<file path="config.mk">
export PLATFORM = sky130hd
export DESIGN_NAME = slot_allocator_with_kind_queues_core
export DESIGN_NICKNAME = d
export VERILOG_FILES = /design/src/rtl/core/sakq_pkg.sv /design/src/rtl/core/sakq_ram.sv /design/src/rtl/core/sakq_free_map.sv /design/src/rtl/core/sakq_queues.sv /design/src/rtl/core/slot_allocator_with_kind_queues_core.sv
export VERILOG_INCLUDE_DIRS = /design/src /design/src/rtl/core
export SDC_FILE = /design/constraint.sdc
export NUM_CORES = 1
export LEC_CHECK = 0
export ABC_AREA = 1
export ABC_CLOCK_PERIOD_IN_PS = 4700
export BUFFER_PORTS_ARGS = -buffer_cell sky130_fd_sc_hd__buf_2
export CORE_ASPECT_RATIO = 0.75
export CORE_MARGIN = 3
export CORE_UTILIZATION = 39
export CTS_BUF_LIST = sky130_fd_sc_hd__clkbuf_16
export DETAILED_ROUTE_END_ITERATION = 8
export SYNTH_ARGS = -nofsm -noshare
export SYNTH_HDL_FRONTEND = slang
export SYNTH_SLANG_ARGS = --single-unit
</file>
<file path="constraint.sdc">
create_clock -name clk_i -period 4.7 [get_ports clk_i]
set_input_delay 0.705 -clock clk_i [delete_from_list [all_inputs] [get_ports clk_i]]
set_output_delay 0.705 -clock clk_i [all_outputs]
set_load 0.005 [all_outputs]
</file>
<file path="src/rtl/core/slot_allocator_with_kind_queues_core_defines.svh">
// Assertion macros shared by the slot allocator RTL.
// Each macro samples on clk_i and is disabled while rst_ni is low.
// Defining NO_ASSERTIONS turns every macro into an empty body.
`ifndef SLOT_ALLOCATOR_WITH_KIND_QUEUES_CORE_DEFINES_SVH
`define SLOT_ALLOCATOR_WITH_KIND_QUEUES_CORE_DEFINES_SVH

`ifndef NO_ASSERTIONS
`define SAKQ_ASSERT(lbl, prop, msg) \
  lbl: assert property (@(posedge clk_i) disable iff (!rst_ni) (prop)) else $error(msg);
`define SAKQ_ASSERT_NEVER(lbl, cond, msg) \
  lbl: assert property (@(posedge clk_i) disable iff (!rst_ni) !(cond)) else $error(msg);
`else
`define SAKQ_ASSERT(lbl, prop, msg)
`define SAKQ_ASSERT_NEVER(lbl, cond, msg)
`endif

`endif

</file>
<file path="src/rtl/core/sakq_pkg.sv">
// Package for the slot allocator: payload structs, codes and default sizes.
// Used by every module of the slot allocator core except sakq_ram.
`default_nettype none

package sakq_pkg;

  localparam int MAX_SLOTS_DEF = 8;
  localparam int KINDS_DEF     = 3;
  localparam int CFG_W         = 4;
  localparam int SLOT_OUT_W    = 3;
  localparam int COUNT_OUT_W   = 4;

  typedef enum logic [0:0] {
    CMD_ADD = 1'b0,
    CMD_USE = 1'b1
  } cmd_e;

  localparam logic [1:0] KIND_REUSABLE = 2'd0;

  typedef enum logic {
    ST_IDLE,
    ST_EXEC
  } state_e;

  typedef struct packed {
    cmd_e       cmd;
    logic [1:0] kind;
    logic       front_exhausted;
  } in_t;

  typedef struct packed {
    logic                   ok;
    logic [SLOT_OUT_W-1:0]  slot;
    logic                   slot_freed;
    logic [COUNT_OUT_W-1:0] free_count;
  } out_t;

  typedef struct packed {
    logic take;
    logic give_back;
  } fm_op_t;

  typedef struct packed {
    logic push;
    logic pop;
  } q_op_t;

  typedef struct packed {
    logic empty;
    logic full;
  } q_stat_t;

endpackage

`default_nettype wire

</file>
<file path="src/rtl/core/sakq_ram.sv">
// Generic single-write, single-read synchronous RAM with registered read data.
// No dependencies.
`default_nettype none

module sakq_ram #(
  parameter int WIDTH = 8,
  parameter int DEPTH = 16
) (
  input  wire logic                                   clk_i,
  input  wire logic                                   we_i,
  input  wire logic [(DEPTH > 1 ? $clog2(DEPTH) : 1)-1:0] waddr_i,
  input  wire logic [WIDTH-1:0]                       wdata_i,
  input  wire logic                                   re_i,
  input  wire logic [(DEPTH > 1 ? $clog2(DEPTH) : 1)-1:0] raddr_i,
  output logic      [WIDTH-1:0]                       rdata_o
);

  logic [WIDTH-1:0] mem_q [DEPTH];

  always_ff @(posedge clk_i) begin
    if (we_i) begin
      mem_q[waddr_i] <= wdata_i;
    end
    if (re_i) begin
      rdata_o <= mem_q[raddr_i];
    end
  end

endmodule

`default_nettype wire

</file>
<file path="src/rtl/core/sakq_free_map.sv">
// Free map of the slots with first-free search and free count.
// Depends on sakq_pkg.
`default_nettype none

module sakq_free_map #(
  parameter int MAX_SLOTS = sakq_pkg::MAX_SLOTS_DEF,
  localparam int SLOT_W = (MAX_SLOTS > 1) ? $clog2(MAX_SLOTS) : 1,
  localparam int CNT_W  = $clog2(MAX_SLOTS + 1)
) (
  input  wire logic                clk_i,
  input  wire logic                rst_ni,
  input  wire logic [CNT_W-1:0]    n_active_i,
  input  wire sakq_pkg::fm_op_t    op_i,
  input  wire logic [SLOT_W-1:0]   give_slot_i,
  output logic                     found_o,
  output logic      [SLOT_W-1:0]   first_slot_o,
  output logic      [CNT_W-1:0]    free_count_o
);

  logic [MAX_SLOTS-1:0] free_map_q, free_map_d;
  logic [MAX_SLOTS-1:0] avail;
  logic [CNT_W-1:0]     count_now;
  logic                 give_counted;

  always_comb begin
    for (int i = 0; i < MAX_SLOTS; i++) begin
      avail[i] = free_map_q[i] && (CNT_W'(i) < n_active_i);
    end
  end

  always_comb begin
    first_slot_o = '0;
    for (int i = MAX_SLOTS - 1; i >= 0; i--) begin
      if (avail[i]) begin
        first_slot_o = SLOT_W'(i);
      end
    end
  end

  assign found_o = |avail;

  always_comb begin
    count_now = '0;
    for (int i = 0; i < MAX_SLOTS; i++) begin
      count_now = count_now + CNT_W'(avail[i]);
    end
  end

  assign give_counted = op_i.give_back && (CNT_W'(give_slot_i) < n_active_i);
  assign free_count_o = count_now - CNT_W'(op_i.take) + CNT_W'(give_counted);

  always_comb begin
    free_map_d = free_map_q;
    if (op_i.take) begin
      free_map_d[first_slot_o] = 1'b0;
    end
    if (op_i.give_back) begin
      free_map_d[give_slot_i] = 1'b1;
    end
  end

  always_ff @(posedge clk_i or negedge rst_ni) begin
    if (!rst_ni) begin
      free_map_q <= '1;
    end else begin
      free_map_q <= free_map_d;
    end
  end

endmodule

`default_nettype wire

</file>
<file path="src/rtl/core/sakq_queues.sv">
// Per-kind FIFO queues of slot indices kept in one shared RAM, with pointers.
// Depends on sakq_pkg and sakq_ram.
`default_nettype none

module sakq_queues #(
  parameter int MAX_SLOTS = sakq_pkg::MAX_SLOTS_DEF,
  parameter int KINDS     = sakq_pkg::KINDS_DEF,
  localparam int SLOT_W = (MAX_SLOTS > 1) ? $clog2(MAX_SLOTS) : 1,
  localparam int CNT_W  = $clog2(MAX_SLOTS + 1),
  localparam int KIND_W = (KINDS > 1) ? $clog2(KINDS) : 1,
  localparam int DEPTH  = KINDS * MAX_SLOTS,
  localparam int ADDR_W = (DEPTH > 1) ? $clog2(DEPTH) : 1
) (
  input  wire logic                 clk_i,
  input  wire logic                 rst_ni,
  input  wire logic                 load_i,
  input  wire logic [KIND_W-1:0]    load_kind_i,
  input  wire sakq_pkg::q_op_t      op_i,
  input  wire logic [SLOT_W-1:0]    push_slot_i,
  output logic      [SLOT_W-1:0]    front_slot_o,
  output sakq_pkg::q_stat_t         stat_o
);

  logic [SLOT_W-1:0] head_q  [KINDS];
  logic [SLOT_W-1:0] tail_q  [KINDS];
  logic [CNT_W-1:0]  count_q [KINDS];

  logic [SLOT_W-1:0] cur_head_q, cur_tail_q;
  logic [CNT_W-1:0]  cur_count_q;
  logic [KIND_W-1:0] kind_q;

  logic [SLOT_W-1:0] head_next, tail_next;
  logic [ADDR_W-1:0] raddr, waddr;

  assign head_next = (cur_head_q == SLOT_W'(MAX_SLOTS - 1)) ? '0 : cur_head_q + SLOT_W'(1);
  assign tail_next = (cur_tail_q == SLOT_W'(MAX_SLOTS - 1)) ? '0 : cur_tail_q + SLOT_W'(1);

  assign raddr = ADDR_W'(load_kind_i) * ADDR_W'(MAX_SLOTS) + ADDR_W'(head_q[load_kind_i]);
  assign waddr = ADDR_W'(kind_q) * ADDR_W'(MAX_SLOTS) + ADDR_W'(cur_tail_q);

  always_ff @(posedge clk_i) begin
    if (load_i) begin
      cur_head_q  <= head_q[load_kind_i];
      cur_tail_q  <= tail_q[load_kind_i];
      cur_count_q <= count_q[load_kind_i];
      kind_q      <= load_kind_i;
    end
  end

  always_ff @(posedge clk_i or negedge rst_ni) begin
    if (!rst_ni) begin
      for (int k = 0; k < KINDS; k++) begin
        head_q[k]  <= '0;
        tail_q[k]  <= '0;
        count_q[k] <= '0;
      end
    end else begin
      if (op_i.push) begin
        tail_q[kind_q]  <= tail_next;
        count_q[kind_q] <= cur_count_q + CNT_W'(1);
      end else if (op_i.pop) begin
        head_q[kind_q]  <= head_next;
        count_q[kind_q] <= cur_count_q - CNT_W'(1);
      end
    end
  end

  assign stat_o.empty = (cur_count_q == '0);
  assign stat_o.full  = (cur_count_q == CNT_W'(MAX_SLOTS));

  sakq_ram #(
    .WIDTH (SLOT_W),
    .DEPTH (DEPTH)
  ) u_store (
    .clk_i   (clk_i),
    .we_i    (op_i.push),
    .waddr_i (waddr),
    .wdata_i (push_slot_i),
    .re_i    (load_i),
    .raddr_i (raddr),
    .rdata_o (front_slot_o)
  );

endmodule

`default_nettype wire

</file>
<file path="src/rtl/core/slot_allocator_with_kind_queues_core.sv">
// Top level of the slot allocator with one slot queue per item kind.
// Depends on sakq_pkg, sakq_free_map, sakq_queues and the defines header.
//
//   Port group     Direction  Handshake            Payload
//   in_*           input      in_valid_i/in_ready_o  sakq_pkg::in_t
//   out_*          output     out_valid_o/out_ready_i sakq_pkg::out_t
//   cfg_*          input      cfg_we_i              slots in use, 4 bits
//
// A transaction is accepted in the idle state, which also reads the queue RAM; the
// execute state updates the free map and pointers and loads the output register.
// The block holds one transaction at a time, so it takes no new one until it commits.
// The execute state follows from the registered read of the queue RAM.
// A full output register stalls the update cycle until the result is taken.
// Reset frees every slot and empties every queue; the queue RAM is not cleared.
`default_nettype none
`include "slot_allocator_with_kind_queues_core_defines.svh"

module slot_allocator_with_kind_queues_core #(
  parameter int MAX_SLOTS = sakq_pkg::MAX_SLOTS_DEF,
  parameter int KINDS     = sakq_pkg::KINDS_DEF
) (
  input  wire logic                       clk_i,
  input  wire logic                       rst_ni,
  input  wire logic                       in_valid_i,
  output logic                            in_ready_o,
  input  wire sakq_pkg::in_t              in_data_i,
  output logic                            out_valid_o,
  input  wire logic                       out_ready_i,
  output sakq_pkg::out_t                  out_data_o,
  input  wire logic                       cfg_we_i,
  input  wire logic [sakq_pkg::CFG_W-1:0] cfg_wdata_i
);

  localparam int SLOT_W = (MAX_SLOTS > 1) ? $clog2(MAX_SLOTS) : 1;
  localparam int CNT_W  = $clog2(MAX_SLOTS + 1);
  localparam int KIND_W = (KINDS > 1) ? $clog2(KINDS) : 1;
  localparam int SOW    = sakq_pkg::SLOT_OUT_W;
  localparam int COW    = sakq_pkg::COUNT_OUT_W;

  sakq_pkg::state_e state_q, state_d;

  logic [CNT_W-1:0] n_active_q;

  logic             kind_ok_q;
  sakq_pkg::cmd_e   cmd_q;
  logic [1:0]       kind_q;
  logic             exh_q;

  logic             out_valid_q;
  sakq_pkg::out_t   out_data_q;
  sakq_pkg::out_t   result;

  logic             accept, commit, in_kind_ok;
  logic [KIND_W-1:0] load_kind;
  logic             add_ok, use_ok, freed;

  sakq_pkg::fm_op_t  fm_op;
  sakq_pkg::q_op_t   q_op;
  sakq_pkg::q_stat_t q_stat;
  logic              found;
  logic [SLOT_W-1:0] first_slot, front_slot;
  logic [CNT_W-1:0]  free_count;

  always_ff @(posedge clk_i or negedge rst_ni) begin
    if (!rst_ni) begin
      n_active_q <= CNT_W'(MAX_SLOTS);
    end else if (cfg_we_i) begin
      n_active_q <= (int'(cfg_wdata_i) > MAX_SLOTS) ? CNT_W'(MAX_SLOTS) : CNT_W'(cfg_wdata_i);
    end
  end

  always_comb begin
    state_d    = state_q;
    in_ready_o = 1'b0;
    commit     = 1'b0;
    case (state_q)
      sakq_pkg::ST_IDLE: begin
        in_ready_o = 1'b1;
        if (in_valid_i) begin
          state_d = sakq_pkg::ST_EXEC;
        end
      end
      sakq_pkg::ST_EXEC: begin
        if (!out_valid_q || out_ready_i) begin
          commit  = 1'b1;
          state_d = sakq_pkg::ST_IDLE;
        end
      end
      default: begin
        state_d = sakq_pkg::ST_IDLE;
      end
    endcase
  end

  always_ff @(posedge clk_i or negedge rst_ni) begin
    if (!rst_ni) begin
      state_q <= sakq_pkg::ST_IDLE;
    end else begin
      state_q <= state_d;
    end
  end

  assign accept     = in_valid_i && in_ready_o;
  assign in_kind_ok = int'(in_data_i.kind) < KINDS;
  assign load_kind  = in_kind_ok ? KIND_W'(in_data_i.kind) : '0;

  always_ff @(posedge clk_i) begin
    if (accept) begin
      kind_ok_q <= in_kind_ok;
      cmd_q     <= in_data_i.cmd;
      kind_q    <= in_data_i.kind;
      exh_q     <= in_data_i.front_exhausted;
    end
  end

  assign add_ok = kind_ok_q && (cmd_q == sakq_pkg::CMD_ADD) && found && !q_stat.full;
  assign use_ok = kind_ok_q && (cmd_q == sakq_pkg::CMD_USE) && !q_stat.empty;
  assign freed  = use_ok && ((kind_q != sakq_pkg::KIND_REUSABLE) || exh_q);

  assign fm_op.take      = commit && add_ok;
  assign fm_op.give_back = commit && freed;
  assign q_op.push       = commit && add_ok;
  assign q_op.pop        = commit && freed;

  always_comb begin
    result.ok         = add_ok || use_ok;
    result.slot_freed = freed;
    result.free_count = COW'(free_count);
    if (add_ok) begin
      result.slot = SOW'(first_slot);
    end else if (use_ok) begin
      result.slot = SOW'(front_slot);
    end else begin
      result.slot = '0;
    end
  end

  always_ff @(posedge clk_i or negedge rst_ni) begin
    if (!rst_ni) begin
      out_valid_q <= 1'b0;
    end else if (commit) begin
      out_valid_q <= 1'b1;
    end else if (out_ready_i) begin
      out_valid_q <= 1'b0;
    end
  end

  always_ff @(posedge clk_i) begin
    if (commit) begin
      out_data_q <= result;
    end
  end

  assign out_valid_o = out_valid_q;
  assign out_data_o  = out_data_q;

  sakq_free_map #(
    .MAX_SLOTS (MAX_SLOTS)
  ) u_free_map (
    .clk_i        (clk_i),
    .rst_ni       (rst_ni),
    .n_active_i   (n_active_q),
    .op_i         (fm_op),
    .give_slot_i  (front_slot),
    .found_o      (found),
    .first_slot_o (first_slot),
    .free_count_o (free_count)
  );

  sakq_queues #(
    .MAX_SLOTS (MAX_SLOTS),
    .KINDS     (KINDS)
  ) u_queues (
    .clk_i        (clk_i),
    .rst_ni       (rst_ni),
    .load_i       (accept),
    .load_kind_i  (load_kind),
    .op_i         (q_op),
    .push_slot_i  (first_slot),
    .front_slot_o (front_slot),
    .stat_o       (q_stat)
  );

  `SAKQ_ASSERT(a_one_in_flight, accept |=> !in_ready_o, "transaction accepted while busy")
  `SAKQ_ASSERT(a_load_from_exec, commit |=> (out_valid_o && state_q == sakq_pkg::ST_IDLE),
               "result not loaded on commit")
  `SAKQ_ASSERT(a_fail_zero_slot, (out_valid_o && !out_data_o.ok) |->
               (out_data_o.slot == '0 && !out_data_o.slot_freed), "failed result carries a slot")
  `SAKQ_ASSERT(a_count_bound, out_valid_o |-> (CNT_W'(out_data_o.free_count) <= n_active_q),
               "free count exceeds slots in use")
  `SAKQ_ASSERT_NEVER(a_push_pop, q_op.push && q_op.pop, "queue push and pop together")

endmodule

`default_nettype wire

</file>
; Word level (Yosys, flattened, before mapping)
; Memories as Yosys holds them, arrays and structs flattened. A register that Yosys moved wholly into a read port is not among the register bits.
; Cells that the tools add are included.
[classes]
n_addsub = 15
n_mul = 0
n_div = 0
magnitude_cmp = 18
n_eq_ne = 3
n_shift = 0
muxes = 49
bitwise = 8
n_reduce_logical = 33
[ops]
columns = cell, count
row1 = 2-to-1 mux 3 bit, 17
row2 = adder 4 x 1 -> 4 bit, 7
row3 = bitwise mux 12 bit, 2
row4 = 2-to-1 mux 12 bit, 2
row5 = logical AND 1 bit, 21
row6 = bitwise mux 9 bit, 2
row7 = < comparator 3 x 4 -> 1 bit (first input constant), 4
row8 = 2-to-1 mux 4 bit, 4
row9 = 2-to-1 mux 8 bit, 2
row10 = binary-select mux 3 bit (select 2 bit), 2
row11 = 2-to-1 mux 1 bit, 11
row12 = adder 5 x 3 -> 5 bit, 2
row13 = AND 8 bit, 1
row14 = binary-select mux 4 bit (select 2 bit), 1
row15 = demux 4 bit (select 2 bit), 1
row16 = < comparator 1 x 4 -> 1 bit (first input constant), 2
row17 = < comparator 2 x 4 -> 1 bit (first input constant), 2
row18 = < comparator 3 x 4 -> 1 bit (second input constant), 2
row19 = inverter 8 bit, 1
row20 = OR 8 bit, 1
row21 = OR reduction 8 bit, 1
row22 = adder 3 x 1 -> 3 bit (second input constant), 2
row23 = demux 1 bit (select 3 bit), 2
row24 = demux 3 bit (select 2 bit), 1
row25 = 21 further kinds, 33
[word_totals]
register_bits = 70
latchBits = 0
mem_bits_rw = 72
romBits = 0
input_bits = 13
out_inout_bits = 11
wordCells = 152
n_memories = 1
[mem_list]
columns = name, depth, width, rd, rd_clocked_by_memory_dff, wr, line
row1 = u_queues.u_store.mem_q, 24, 3, 1, 1, 1, sakq_ram.sv:18  ; logic [WIDTH-1:0] mem_q [DEPTH];

; Logic depth before layout (Yosys ltp)
[logic_depth]
word_depth = 19
mapped_depth = 18
depth_no_buf = 17

; Hierarchy
; Synthesis repeated with hierarchy kept, for this count alone.
[unflattened]
cells_unflattened = 740
hier_area_um2 = 7048.0
[by_module_without_submodules]
columns = module, n_inst, cells_each, area_each_um2, seq_area_each_um2
row1 = sakq_ram, 1, 310, 3290.7, 2252.2
row2 = sakq_queues, 1, 225, 2005.7, 1111.1
row3 = sakq_free_map, 1, 135, 965.9, 210.2
row4 = slot_allocator_with_kind_queues_core, 1, 70, 785.8, 571.8

; Worst setup path after synthesis
; Ideal clock, no wire load.
[synth_path]
kind = input-to-reg
start = in out_ready_i
end = reg out_data_q (netlist bit out_data_o[1]) (data pin)
setup_ps = 250
t_arrival_ps = 3616
required_time_ps = 4450
path_slack_ps = 834
path_stages = 15
path_buffers = 0
cell_sequence = inv_1 > nand2_1 > nand2_1 > inv_1 > nand2_1 > inv_1 > o21ai_0 > ha_1 > fa_1 > inv_1 > fa_1 > ha_1 > inv_1 > fa_1 > inv_1
[synth_between]
elab_chain_cells = 6
word_cells_on_any_way = 8
classes_between = 2 x add/sub / 2 x mux / 4 x reduce/logical
[synth_lines]
columns = item, line
row1 = "start, declared", slot_allocator_with_kind_queues_core.sv:28  ; input wire logic out_ready_i,
row2 = logical OR 1 bit (*), slot_allocator_with_kind_queues_core.sv:84  ; if (!out_valid_q || out_ready_i) begin
row3 = 2-to-1 mux 1 bit (*), slot_allocator_with_kind_queues_core.sv:84
row4 = 2-to-1 mux 1 bit (*), slot_allocator_with_kind_queues_core.sv:76  ; case (state_q)
row5 = via commit, slot_allocator_with_kind_queues_core.sv:53  ; logic accept, commit, in_kind_ok;
row6 = logical AND 1 bit (on tied branches), "slot_allocator_with_kind_queues_core.sv:120, slot_allocator_with_kind_queues_core.sv:121"
row7 = subtractor 4 x 1 -> 4 bit or logical AND 1 bit (tied branches), "sakq_free_map.sv:50, sakq_free_map.sv:49"
row8 = adder 4 x 1 -> 4 bit (*), sakq_free_map.sv:50  ; assign free_count_o = count_now - CNT_W'(op_i.take) + CNT_W'(give_counted);
row9 = via free_count[1], slot_allocator_with_kind_queues_core.sv:62  ; logic [CNT_W-1:0] free_count;
row10 = "end signal, assigned", slot_allocator_with_kind_queues_core.sv:150  ; out_data_q <= result;
row11 = "end, declared", slot_allocator_with_kind_queues_core.sv:50  ; sakq_pkg::out_t out_data_q;
; The timed path passes the listed nets; every way through them passes the cells marked *.
; A chain may end at the register's enable or synchronous reset.

; Worst setup path after layout
[layout_path]
start = reg n_active_q[2]
end = reg out_data_q (netlist bit out_data_o[2]) (data pin)
[layout_between]
elab_chain_cells = 11
word_cells_on_any_way = 31
classes_between = 9 x add/sub / 9 x order compare / 13 x reduce/logical
[layout_lines]
columns = item, line
row1 = "start, declared", slot_allocator_with_kind_queues_core.sv:42  ; logic [CNT_W-1:0] n_active_q;
row2 = "start signal, assigned", slot_allocator_with_kind_queues_core.sv:66  ; n_active_q <= CNT_W'(MAX_SLOTS);
row3 = "start signal, assigned", slot_allocator_with_kind_queues_core.sv:68  ; n_active_q <= (int'(cfg_wdata_i) > MAX_SLOTS) ? CNT_W'(MAX_SLOTS) : CNT_W'(cfg_wdata_i);
row4 = < comparator 1 x 4 -> 1 bit, sakq_free_map.sv:27  ; avail[i] = free_map_q[i] && (CNT_W'(i) < n_active_i);
row5 = logical AND 1 bit, sakq_free_map.sv:27
row6 = adder 1 x 1 -> 2 bit, sakq_free_map.sv:45  ; count_now = count_now + CNT_W'(avail[i]);
row7 = adder 4 x 1 -> 4 bit (6 in series), sakq_free_map.sv:45
row8 = subtractor 4 x 1 -> 4 bit, sakq_free_map.sv:50
row9 = adder 4 x 1 -> 4 bit (*), sakq_free_map.sv:50
row10 = via free_count[2], slot_allocator_with_kind_queues_core.sv:62
; Marks and branches as above.

==> flow_summary.json <==
{
  "peakVddDrop_v": 0.0002766,
  "start_util_pct": 40.60,
  "syn_area_um2": 7318,
  "synth-edff-count": 101,
  "final_layout_size_suffix_gt1_share_pct": 12.79,
  "cts_buffer_depth": 2,
  "synth_compound_area_share_pct": 3.539,
  "yosys.area.top_type_share_pct": 41.44,
  "clock_latency_ps": 420,
  "post_cts_resized": 0,
  "synth.distinct_cells": 36,
  "fillerInstances": 1705,
  "synth-xor-area-share_pct": 0.7181,
  "synth_ff_type": "edfxtp_1",
  "hold_class": "in2async",
  "crit_path_max_fanout": 17,
  "cap_violations": 0,
  "num_vias": 5199,
  "hpwl_mm": 10.68,
  "status": "finished clean",
  "critPathKind": "reg2reg",
  "ys_seq_area_share_pct": 56.64,
  "wl_per_cell_um": 14.83,
  "multi_input_area_um2": 2560,
  "post-cts-setup-buffer-count": 0,
  "reg2reg_depth": 17,
  "die_h_um": 124.6,
  "die_w_um": 164.2,
  "setup_viol": 0,
  "synth_top_family_by_area": "simple AND/OR/NAND/NOR gates",
  "synthesis.nets": 815,
  "gp_congestion": 0.8704,
  "cts_tree": "done",
  "static-leakage-power_nw": 3.724,
  "required_ps": 4870,
  "nets": 844,
  "rows": 42,
  "clkSinkCount": 145,
  "synth_simple_gate_area_share_pct": 26.02,
  "crit_slowest_cell": "fa_1",
  "relSlewSlack_pct": 26.52,
  "clockRootBuffer": "clkbuf_16",
  "antenna_found_initial": 0,
  "syn_to_final_growth_pct": 12.14,
  "crit_path_end_kind": "flip-flop",
  "grt_max_degree": 45,
  "fmax_mhz": 233.1,
  "overflow": 0,
  "drc": 0,
  "min_period_ps": 4290,
  "worstReg2RegEnd": "out_data_o[2]",
  "grt_pass1_wl_mm": 25.69,
  "first_pass_iters": 4,
  "antenna_left": 0,
  "async_flop_share_pct": 30.34,
  "finalInstanceArea_um2": 8207,
  "synth-adder-area-share_pct": 4.445,
  "grt_pass1_vias": 4895,
  "dpl-instance-area_um2": 7651,
  "drt_wl_total_mm": 15.76,
  "worstPathArrival_ps": 4460,
  "ys_ff_latch": 145,
  "io_buffer_count": 23,
  "p_total_mw": 4.886,
  "seqCellArea_um2": 4145,
  "r2r_slack_ps": 410,
  "min_period_over_period_pct": 91.27,
  "drv_slew": 0,
  "synthMuxAreaShare_pct": 0,
  "yosys_warnings": 0,
  "vias_per_cell": 4.891,
  "setup_tns_ps": 0,
  "cp_cell_sequence": "nor2_4, inv_2, o21ai_1, ha_1, inv_1, nor2_1, nand2_4, nand3_4, inv_2, ha_1, fa_1, inv_1, fa_1, ha_1, inv_1, fa_1, xnor2_1",
  "ios": 24,
  "drtIter0Drc": 319,
  "diodes": 0,
  "core_area_um2": 18020,
  "fin_skew_ps": 11.50,
  "final_hold_viol_count": 0,
  "holdWs_ps": 370.7,
  "critical_path.top_delay_family": "adder cells",
  "slowest_delay_ps": 510,
  "grt_usage_pct": 16.23,
  "dieArea_um2": 20460,
  "power_density_nw_per_um2": 595.3,
  "cts_hold_buf": 0,
  "synthCells": 779,
  "avgSynthCellArea_um2": 9.394,
  "path_clk_slew_ps": 60,
  "timing.rr.start": "n_active_q[2]",
  "rsz0062_at_grt": "no",
  "critPathLaunchType": "flip-flop",
  "cts_max_level": 4,
  "cts_buffers": 17,
  "final_util_pct": 45.53,
  "netlist_top_cells_area": "edfxtp_1 (41%), dfrtp_1 (12%), nand2_1 (10%)",
  "synth_top_area_cell": "edfxtp_1",
  "crit_buf_inv": 5,
  "worst-slew-pin-transition_ps": 1101
}
[state kept, by name, indices dropped and copies added, names as in the netlist, 2 cells and up, named ones only]
register,cells
u_queues.kind_q,2
u_queues.head_q,9
kind_q,2
out_data_o,9
u_queues.tail_q,9
u_queues.count_q,9
u_queues.cur_count_q,4
u_free_map.free_map_q,8
u_queues.u_store.rdata_o,3
u_queues.cur_head_q,3
u_queues.u_store.mem_q,72
n_active_q,4
u_queues.cur_tail_q,3
[worst register-to-register path, cell delays in order (launching register included)]
cell     delay (ps)
dfrtp_1         410
nor2_4          130
inv_2            70
o21ai_1         430
ha_1            240
inv_1            40
nor2_1          180
nand2_4          90
nand3_4         170
inv_2           170
ha_1            380
fa_1            510
inv_1            50
fa_1            480
ha_1            160
inv_1            50
fa_1            370
xnor2_1         140
[Yosys cell counts, types with 3 or more instances]
library cell  instances
fa_1                  5
nor3_1               10
a21oi_1               8
buf_2                 7
nand2_1             196
nand3b_1             13
o21ai_0              26
nand2_2              14
nand4_1               9
ha_1                 18
xor2_1                4
o21a_1                4
nand3_2               6
buf_4                 3
nand2_4               6
buf_6                 4
nor2_1               65
o21ai_1               3
edfxtp_1            101
inv_1               121
nor2_4                3
nand3_1              86
inv_2                 9
dfrtp_1              35
dfstp_2               9
[stage by stage]
step | cells | setup WS (ps)
3_3_place_gp | 1031 | 550.2
3_5_place_dp | 1031 | 446.0
2_1_floorplan | 779 | 833.5
4_1_cts | 1063 | 433.3
5_1_grt | 1063 | 170.5
6_report | 1063 | 410.4
[layer usage]
metal	up-vias	global-route usage [%]	part of all wire [%]
met2	123	23.20	43
met5	-	0	0
met3	17	3.258	4.1
li1	2590	-	-
met4	0	5.221	1.3
met1	2469	24.56	52
[placed cells by master, fill, tap and decap left out, types with 14 or more instances in the layout]
master	Yosys	routed
nand2_2	14	14
o21ai_0	26	26
edfxtp_1	101	101
ha_1	18	18
nand2_1	196	196
dfrtp_1	35	35
nor2_1	65	64
buf_2	7	23
nand3_1	86	86
inv_1	121	125
clkbuf_16	0	17
[worst max path at each step]
stage | to | startpoint | depth (start not counted) | slack, ps
floorplan | out_data_o[1] | out_ready_i | 15 | 830
global placement | out_data_o[1] | n_active_q[2] | 17 | 550
detailed placement | out_data_o[2] | n_active_q[2] | 17 | 450
CTS | out_data_o[2] | n_active_q[2] | 17 | 430
global route | out_data_o[2] | n_active_q[2] | 17 | 170
finish | out_data_o[2] | n_active_q[2] | 17 | 410
[power breakdown]
group          total, mW  switching, mW  internal [mW]  leakage, nW
Sequential          1.98          0.132           1.85         1.46
Clock               1.27          0.505          0.766        0.282
Combinational       1.63           1.13          0.498         1.98
[cell families after synthesis]
| family | count (synthesis) |
|---|---|
| XOR/XNOR | 6 |
| buffers and inverters | 147 |
| flip-flops | 145 |
| AO/OA/AOI/OAI | 47 |
| adder cells (fa/ha/maj) | 23 |
| AND/OR/NAND/NOR | 411 |
[area by class of cell]
| class | count | share of cell area (%) |
|---|---|---|
| Clock inverter | 15 | 1.586 |
| Timing Repair Buffer | 26 | 1.677 |
| Multi-Input combinational cell | 487 | 31.19 |
| Sequential cell | 145 | 50.51 |
| Tap cell | 242 | 3.690 |
| Clock buffer | 17 | 5.184 |
| Inverter | 131 | 6.159 |
Power figures use the tool's default switching activity.
